--- config.mk ---
export PLATFORM = sky130hd
export DESIGN_NAME = mds_ctrl
export DESIGN_NICKNAME = d
export VERILOG_FILES = /design/src/design/mds_pkg.sv /design/src/design/mds_ctrl.sv
export SDC_FILE = /design/constraint.sdc
export NUM_CORES = 1
export LEC_CHECK = 0
export BUFFER_PORTS_ARGS = -buffer_cell sky130_fd_sc_hd__buf_2
export CAP_MARGIN = 20
export CORE_UTILIZATION = 50
export CTS_CLUSTER_DIAMETER = 120
export CTS_CLUSTER_SIZE = 30
export DETAILED_ROUTE_END_ITERATION = 8
export MAX_ROUTING_LAYER = met4
export PLACE_DENSITY = 0.75
export SETUP_SLACK_MARGIN = 0.1
export SLEW_MARGIN = 20
export SYNTH_ARGS = -nofsm -noshare
export SYNTH_HDL_FRONTEND = slang
export SYNTH_SLANG_ARGS = --single-unit
--- constraint.sdc ---
create_clock -name clock -period 3 [get_ports clock]
set_clock_uncertainty 0.1 [all_clocks]
set_input_delay 0.3 -clock clock [delete_from_list [all_inputs] [get_ports clock]]
set_output_delay 0.3 -clock clock [all_outputs]
set_load 0.01 [all_outputs]
--- src/design/mds_pkg.sv ---
// Shared constants, codes and types of the divisor-sum query block.
// Used by the channel interfaces, the datapath, the controller and the top level.
package mds_pkg;

   localparam int TABLE_LIMIT = 65536;
   localparam int TABLE_DEPTH = TABLE_LIMIT + 1;
   localparam int ADDR_W      = $clog2(TABLE_DEPTH);
   localparam int CNT_W       = ADDR_W + 1;
   localparam int PRIME_DEPTH = TABLE_LIMIT / 2 + 8;
   localparam int PRIME_W     = $clog2(PRIME_DEPTH);
   localparam int BOUND_W     = 17;
   localparam int WIDE_W      = (ADDR_W > BOUND_W ? ADDR_W : BOUND_W) + 1;
   localparam int ANSWER_W    = 63;
   localparam int SUM_W       = 64;
   localparam int D_W         = 8;
   localparam int E_W         = 5;
   localparam int MPRE_W      = 16;
   localparam int DPRE_W      = ADDR_W + 5;
   localparam int PROD_W      = 2 * DPRE_W;
   localparam int DIFF_W      = MPRE_W + 1;
   localparam int TERM_W      = DIFF_W + PROD_W + 1;
   localparam int QPROD_W     = CNT_W + ADDR_W;

   localparam logic CMD_BUILD = 1'b0;
   localparam logic CMD_QUERY = 1'b1;

   localparam logic signed [1:0] MU_ZERO = 2'sb00;
   localparam logic signed [1:0] MU_POS  = 2'sb01;
   localparam logic signed [1:0] MU_NEG  = 2'sb11;

   // per-number sieve record; divisor count is rest * (expo + 1)
   typedef struct packed {
      logic                     comp;
      logic signed [1:0]        mu;
      logic        [D_W-1:0]    rest;
      logic        [E_W-1:0]    expo;
      logic        [ADDR_W-1:0] lpf;
   } info_type;

   localparam int INFO_W = $bits(info_type);

   typedef enum logic [1:0] {
      DIV_QN = 2'd0,
      DIV_QM = 2'd1,
      DIV_A  = 2'd2,
      DIV_B  = 2'd3
   } div_sel_type;

   typedef enum logic [4:0] {
      OP_NONE,
      OP_ACCEPT,
      OP_CLEAR,
      OP_SEED,
      OP_BCHECK,
      OP_PGET,
      OP_PMUL,
      OP_MARK,
      OP_BNEXT,
      OP_PINIT,
      OP_SACC,
      OP_BDONE,
      OP_ZERO,
      OP_QINIT,
      OP_DIV,
      OP_DWAIT,
      OP_QRD1,
      OP_QRD2,
      OP_QMUL1,
      OP_QMUL2,
      OP_QACC,
      OP_OUT
   } dp_op_type;

   typedef struct packed {
      dp_op_type   op;
      div_sel_type sel;
   } dp_cmd_type;

   typedef struct packed {
      logic is_query;
      logic skip;
      logic clr_last;
      logic idx_end;
      logic k_end;
      logic q_over;
      logic p_hit;
      logic div_done;
      logic q_last;
      logic out_free;
   } dp_stat_type;

endpackage

--- src/design/mds_ctrl.sv ---
// Controller: sequences clear, sieve, prefix sums and the query block loop.
// Depends on mds_pkg for the command and status types.
module mds_ctrl import mds_pkg::*; (
   input  logic        clock,
   input  logic        reset,
   input  logic        req_valid,
   output logic        req_ready,
   input  dp_stat_type stat,
   output dp_cmd_type  cmd
);
   typedef enum logic [4:0] {
      S_IDLE, S_DISPATCH, S_CLEAR, S_SEED, S_BREAD, S_BCHECK, S_PREAD, S_PGET,
      S_PMUL, S_MARK, S_BNEXT, S_PINIT, S_SREAD, S_SACC, S_BDONE, S_ZERO,
      S_QINIT, S_DIV, S_DWAIT, S_QRD1, S_QRD2, S_QMUL1, S_QMUL2, S_QACC, S_OUT
   } state_type;

   state_type   state_ff, state_in;
   div_sel_type sel_ff, sel_in;

   always_comb begin
      state_in  = state_ff;
      sel_in    = sel_ff;
      cmd.op    = OP_NONE;
      cmd.sel   = sel_ff;
      req_ready = 1'b0;
      case (state_ff)
         S_IDLE: begin
            req_ready = 1'b1;
            if (req_valid) begin
               cmd.op   = OP_ACCEPT;
               state_in = S_DISPATCH;
            end
         end
         S_DISPATCH: begin
            if (!stat.is_query) begin
               state_in = S_CLEAR;
            end else if (stat.skip) begin
               state_in = S_ZERO;
            end else begin
               state_in = S_QINIT;
            end
         end
         S_CLEAR: begin
            cmd.op = OP_CLEAR;
            if (stat.clr_last) begin
               state_in = S_SEED;
            end
         end
         S_SEED: begin
            cmd.op   = OP_SEED;
            state_in = S_BREAD;
         end
         S_BREAD: state_in = stat.idx_end ? S_PINIT : S_BCHECK;
         S_BCHECK: begin
            cmd.op   = OP_BCHECK;
            state_in = S_PREAD;
         end
         S_PREAD: state_in = stat.k_end ? S_BNEXT : S_PGET;
         S_PGET: begin
            cmd.op   = OP_PGET;
            state_in = S_PMUL;
         end
         S_PMUL: begin
            cmd.op   = OP_PMUL;
            state_in = S_MARK;
         end
         S_MARK: begin
            // stop at the bound or right after the least prime of i
            cmd.op   = OP_MARK;
            state_in = (stat.q_over || stat.p_hit) ? S_BNEXT : S_PREAD;
         end
         S_BNEXT: begin
            cmd.op   = OP_BNEXT;
            state_in = S_BREAD;
         end
         S_PINIT: begin
            cmd.op   = OP_PINIT;
            state_in = S_SREAD;
         end
         S_SREAD: state_in = stat.idx_end ? S_BDONE : S_SACC;
         S_SACC: begin
            cmd.op   = OP_SACC;
            state_in = S_SREAD;
         end
         S_BDONE: begin
            cmd.op   = OP_BDONE;
            state_in = S_OUT;
         end
         S_ZERO: begin
            cmd.op   = OP_ZERO;
            state_in = S_OUT;
         end
         S_QINIT: begin
            cmd.op   = OP_QINIT;
            sel_in   = DIV_QN;
            state_in = S_DIV;
         end
         S_DIV: begin
            cmd.op   = OP_DIV;
            state_in = S_DWAIT;
         end
         S_DWAIT: begin
            cmd.op = OP_DWAIT;
            if (stat.div_done) begin
               case (sel_ff)
                  DIV_QN: begin
                     sel_in   = DIV_QM;
                     state_in = S_DIV;
                  end
                  DIV_QM: begin
                     sel_in   = DIV_A;
                     state_in = S_DIV;
                  end
                  DIV_A: begin
                     sel_in   = DIV_B;
                     state_in = S_DIV;
                  end
                  default: state_in = S_QRD1;
               endcase
            end
         end
         S_QRD1: begin
            cmd.op   = OP_QRD1;
            state_in = S_QRD2;
         end
         S_QRD2: begin
            cmd.op   = OP_QRD2;
            state_in = S_QMUL1;
         end
         S_QMUL1: begin
            cmd.op   = OP_QMUL1;
            state_in = S_QMUL2;
         end
         S_QMUL2: begin
            cmd.op   = OP_QMUL2;
            state_in = S_QACC;
         end
         S_QACC: begin
            cmd.op = OP_QACC;
            sel_in = DIV_QN;
            state_in = stat.q_last ? S_OUT : S_DIV;
         end
         S_OUT: begin
            // hold until the output register is free
            if (stat.out_free) begin
               cmd.op   = OP_OUT;
               state_in = S_IDLE;
            end
         end
         default: state_in = S_IDLE;
      endcase
   end

   always_ff @(posedge clock) begin
      if (reset) begin
         state_ff <= S_IDLE;
         sel_ff   <= DIV_QN;
      end else begin
         state_ff <= state_in;
         sel_ff   <= sel_in;
      end
   end
endmodule

Yosys cells after proc, flatten, opt, wreduce, memory -nomap -nowiden

Index checks and enable logic that the tools add are counted.

Bits in writable memories: 0
Bits in latches: 0
Input port bits: 13
Register bits: 7
Memories kept: 0
ROM bits: 0

Reduce and logical (&&, ||, !) cells: 11
Shifts and indexed selects: 0
Divide/modulo/power cells: 0
Multipliers: 0
Eq/ne operators: 31
Bitwise gates (word level): 0
Multiplexer cells: 20
Magnitude comparators: 0
Add/subtract/negate cells: 0

Operator list:

| operator           | number |
|---|---|
| $pmux 5 s22        | 1 |
| $pmux 5 s21        | 1 |
| $eq 5x5->1 const B | 9 |
| $eq 5x4->1 const B | 8 |
| $mux 5             | 7 |
| $eq 5x3->1 const B | 4 |
| $mux 4             | 4 |
| $eq 5x2->1 const B | 2 |
| $ne 2x2->1 const B | 4 |
| $reduce_or 2->1    | 4 |
| $mux 2             | 3 |
| $pmux 2 s3         | 1 |
| $eq 5x1->1 const B | 1 |
| $logic_not 5->1    | 1 |
| $ne 4x4->1 const B | 1 |
| $pmux 2 s2         | 1 |
| $reduce_and 4->1   | 1 |
| $reduce_and 3->1   | 1 |
| $reduce_or 3->1    | 1 |
| $eq 2x1->1 const B | 1 |
| $eq 2x2->1 const B | 1 |
| $logic_not 2->1    | 1 |
| $mux 1             | 2 |
| $reduce_bool 2->1  | 1 |
| $logic_or 1x1->1   | 1 |

Depth between registers and ports, before layout

Depth after elaboration: 5
Mapped depth: 7

Least setup slack after synthesis

OpenSTA, ideal clock, no wires.

Kind: register to output
Start: reg state_ff[4]
End: out cmd[4] (netlist name)
Data arrival time: 1.251 ns
Slack: 1.349 ns
Cell stages (with the launch flop): 6
Buffers on the path: 3
Cell sequence: dfxtp_1 -> buf_2 -> clkbuf_1 -> buf_2 -> a22oi_1 -> o22ai_1

RTL lines:

| element                | line            | text |
|---|---|---|
| start, declared        | mds_ctrl.sv:17  | `state_type state_ff, state_in;` |
| start signal, assigned | mds_ctrl.sv:159 | `state_ff <= state_in;` |
| end, declared          | mds_ctrl.sv:9   | `output dp_cmd_type cmd` |

==> results.json <==
{
  "instances_no_fill": 180,
  "slew_violations": 0,
  "critPathSlowestCell": "dfxtp_1",
  "wirelength_um": 2344,
  "clock.fmax_mhz": 431.1,
  "die_h_um": 45.06,
  "fillCellCount": 183,
  "clock_sinks": 7,
  "clk-insertion-delay-late_ns": 0.26,
  "cts_setup_buffers": 0,
  "cp.buffers_inverters": 2,
  "ys_seq_area_share_pct": 15.11,
  "die_x_um": 45.06,
  "regArea_um2": 140.1,
  "cp_cell_sequence": "inv_2 -> a21oi_1 -> o22ai_1 -> a22oi_1 -> o22ai_1 -> buf_2",
  "final_nets": 172,
  "powerDensity_nw_per_um2": 729.6,
  "rsz0062_at_grt": "false",
  "core_um2": 1727,
  "tightest_slew_ns": 0.6573,
  "place_hpwl_um": 1731,
  "crit_top_cell": "o22ai_1",
  "gp_congestion": 0.8721,
  "synth-edff-count": 0,
  "vias": 1108,
  "timing.hold.ws_ns": 0.2027,
  "drc_errors": 0,
  "antennaDiodeCount": 0,
  "syn2layout_area_growth_pct": 13.36,
  "path_max_fanout": 21,
  "grt.overflow.total": 0,
  "drt_iter0_drc": 42,
  "firstDrtPassIters": 4,
  "dp_cells": 176,
  "ys_ff_latch": 7,
  "end_kind": "primary output",
  "grt_pass1_wl_um": 3705,
  "ys_types": 48,
  "io_buffer_count": 20,
  "drive_gt1_share_pct": 20.65,
  "cp-start-kind": "register",
  "final_cell_mix": "20 x buf_2, 16 x a21oi_1, 15 x nor2_1",
  "antenna_found_initial": 0,
  "synthCells": 141,
  "io_pins": 21,
  "cts_buffers": 3,
  "cts_tree": "yes",
  "layout_setup_ws_ns": 0.6801,
  "multiInputGateArea_um2": 704.4,
  "p_leak_nw": 0.4154,
  "pwr-share-seq_pct": 25.8,
  "cp_slowest_stage_delay_ns": 0.74,
  "clockPowerShare_pct": 11.4,
  "die-area_um2": 2030,
  "swShare_pct": 50.63,
  "fin_crit_sh_pct": 77.33,
  "critical_path.top_delay_family": "flip-flops",
  "grt_pass1_vias": 836,
  "setup_viol": 0,
  "p_comb_share_pct": 62.8,
  "p_sw_uw": 388.2,
  "power.ir.vdd_worst_uv": 351.7,
  "finalPower_uw": 766.8,
  "antenna_left": 0,
  "syn_area_um2": 927.1,
  "grt-busiest-layer": "met2",
  "maxCapViolations": 0,
  "mostFrequentLayoutCell": "buf_2",
  "max-slew-margin-rel_pct": 56.12,
  "status": "completed",
  "final-hold-violation-count": 0,
  "path_class": "register to primary output",
  "synth_nets": 157,
  "met3_usage_pct": 2.800,
  "rows": 15,
  "setup-tns-final_ns": 0,
  "crit_required_ns": 2.60,
  "h-tree-depth": 1,
  "fin_crit_ns": 2.320,
  "initial_core_util_pct": 53.70,
  "cts_buffer_depth": 2,
  "post-place-ws_ns": 0.9751,
  "internal_power_uw": 378.6,
  "hold_buffers": 0,
  "syn_area_per_cell_um2": 6.575,
  "synthArstFlopShare_pct": 0,
  "clkTransAtPathRegs_ns": 0.06,
  "use_met1_pct": 34.15,
  "routed_via_density": 6.156,
  "wire_per_inst_um": 13.02,
  "ys.flop_type": "dfxtp_1",
  "grt_max_degree": 22,
  "grtUsageMet2_pct": 38.26,
  "cts_resized": 0,
  "hold_path.class": "input pin to register",
  "worstPathArrival_ns": 1.92,
  "root_buffer": "clkbuf_4",
  "grt_usage_pct": 25.04,
  "yosys_warnings": 0
}
metal layers:
metal / wire length [um] / share of wire [%]
met1: 1104 / 47
met2: 1087 / 46
met3: 127 / 5.4
met4: 23 / 0.98
met5: 0 / 0
kinds of logic after synthesis:
logic type	synth area share (%)
flops	15.11
simple gates	34.68
buf+inv	8.907
xor+xnor	0.9448
compound gates	34.15
fa+ha+maj	4.049
mux	2.159
power by group through the flow:
stage          clock network (mW)  registers (mW)  logic, mW
2_1_floorplan                   0           0.125      0.429
3_3_place_gp                    0           0.196      0.470
3_5_place_dp                    0           0.196      0.477
4_1_cts                    0.0902           0.194      0.478
5_1_grt                    0.0923           0.205      0.531
6_report                   0.0877           0.197      0.482
worst register-to-register path, cell delays in order, from the launching register on:
cell	delay [ns]
dfxtp_1	0.74
nand2_1	0.14
or3_1	0.34
a311oi_2	0.34
a211o_1	0.17
o22ai_1	0.08
stage by stage:
stage          instance area (um^2)  utilization, %
2_1_floorplan                 927.1               -
3_3_place_gp                   1025           59.35
3_5_place_dp                   1025           59.35
4_1_cts                        1051           60.87
5_1_grt                        1051           60.87
6_report                       1051           60.87
cells in the mapped netlist, drive strengths merged, types with 3 or more instances:
master	instances	area share, %
nor2	16	6.7
a21oi	16	8.6
nand2b	4	2.7
or2	6	4.0
a311oi	4	4.5
nor2b	3	2.0
nand2	12	4.9
o22ai	5	3.4
nand3	6	3.2
dfxtp	7	15
a31oi	3	2.0
inv	5	2.0
buf	11	5.7
ha	3	4.0
o21ai	6	3.2
clkbuf	3	1.2
flip-flops by register name (all words and copies together) (netlist names):
name,flops
sel_ff,2
state_ff,5
cell type report:
cell class	count	area share [%]
multi-input combinational	115	67.02
sequential	7	13.33
timing repair buffer	24	12.38
tap	25	2.976
clock buffer	4	2.500
inverter	5	1.786
worst paths after layout:
path,cells after the start,slack [ns],to,startpoint
min,2,0.20,sel_ff[0],reset
max reg2reg,5,0.95,state_ff[1],state_ff[3]
min reg2reg,2,0.41,sel_ff[1],sel_ff[1]
max,6,0.68,cmd[4],state_ff[3]
Note: power is estimated with default switching activity, not from simulation.
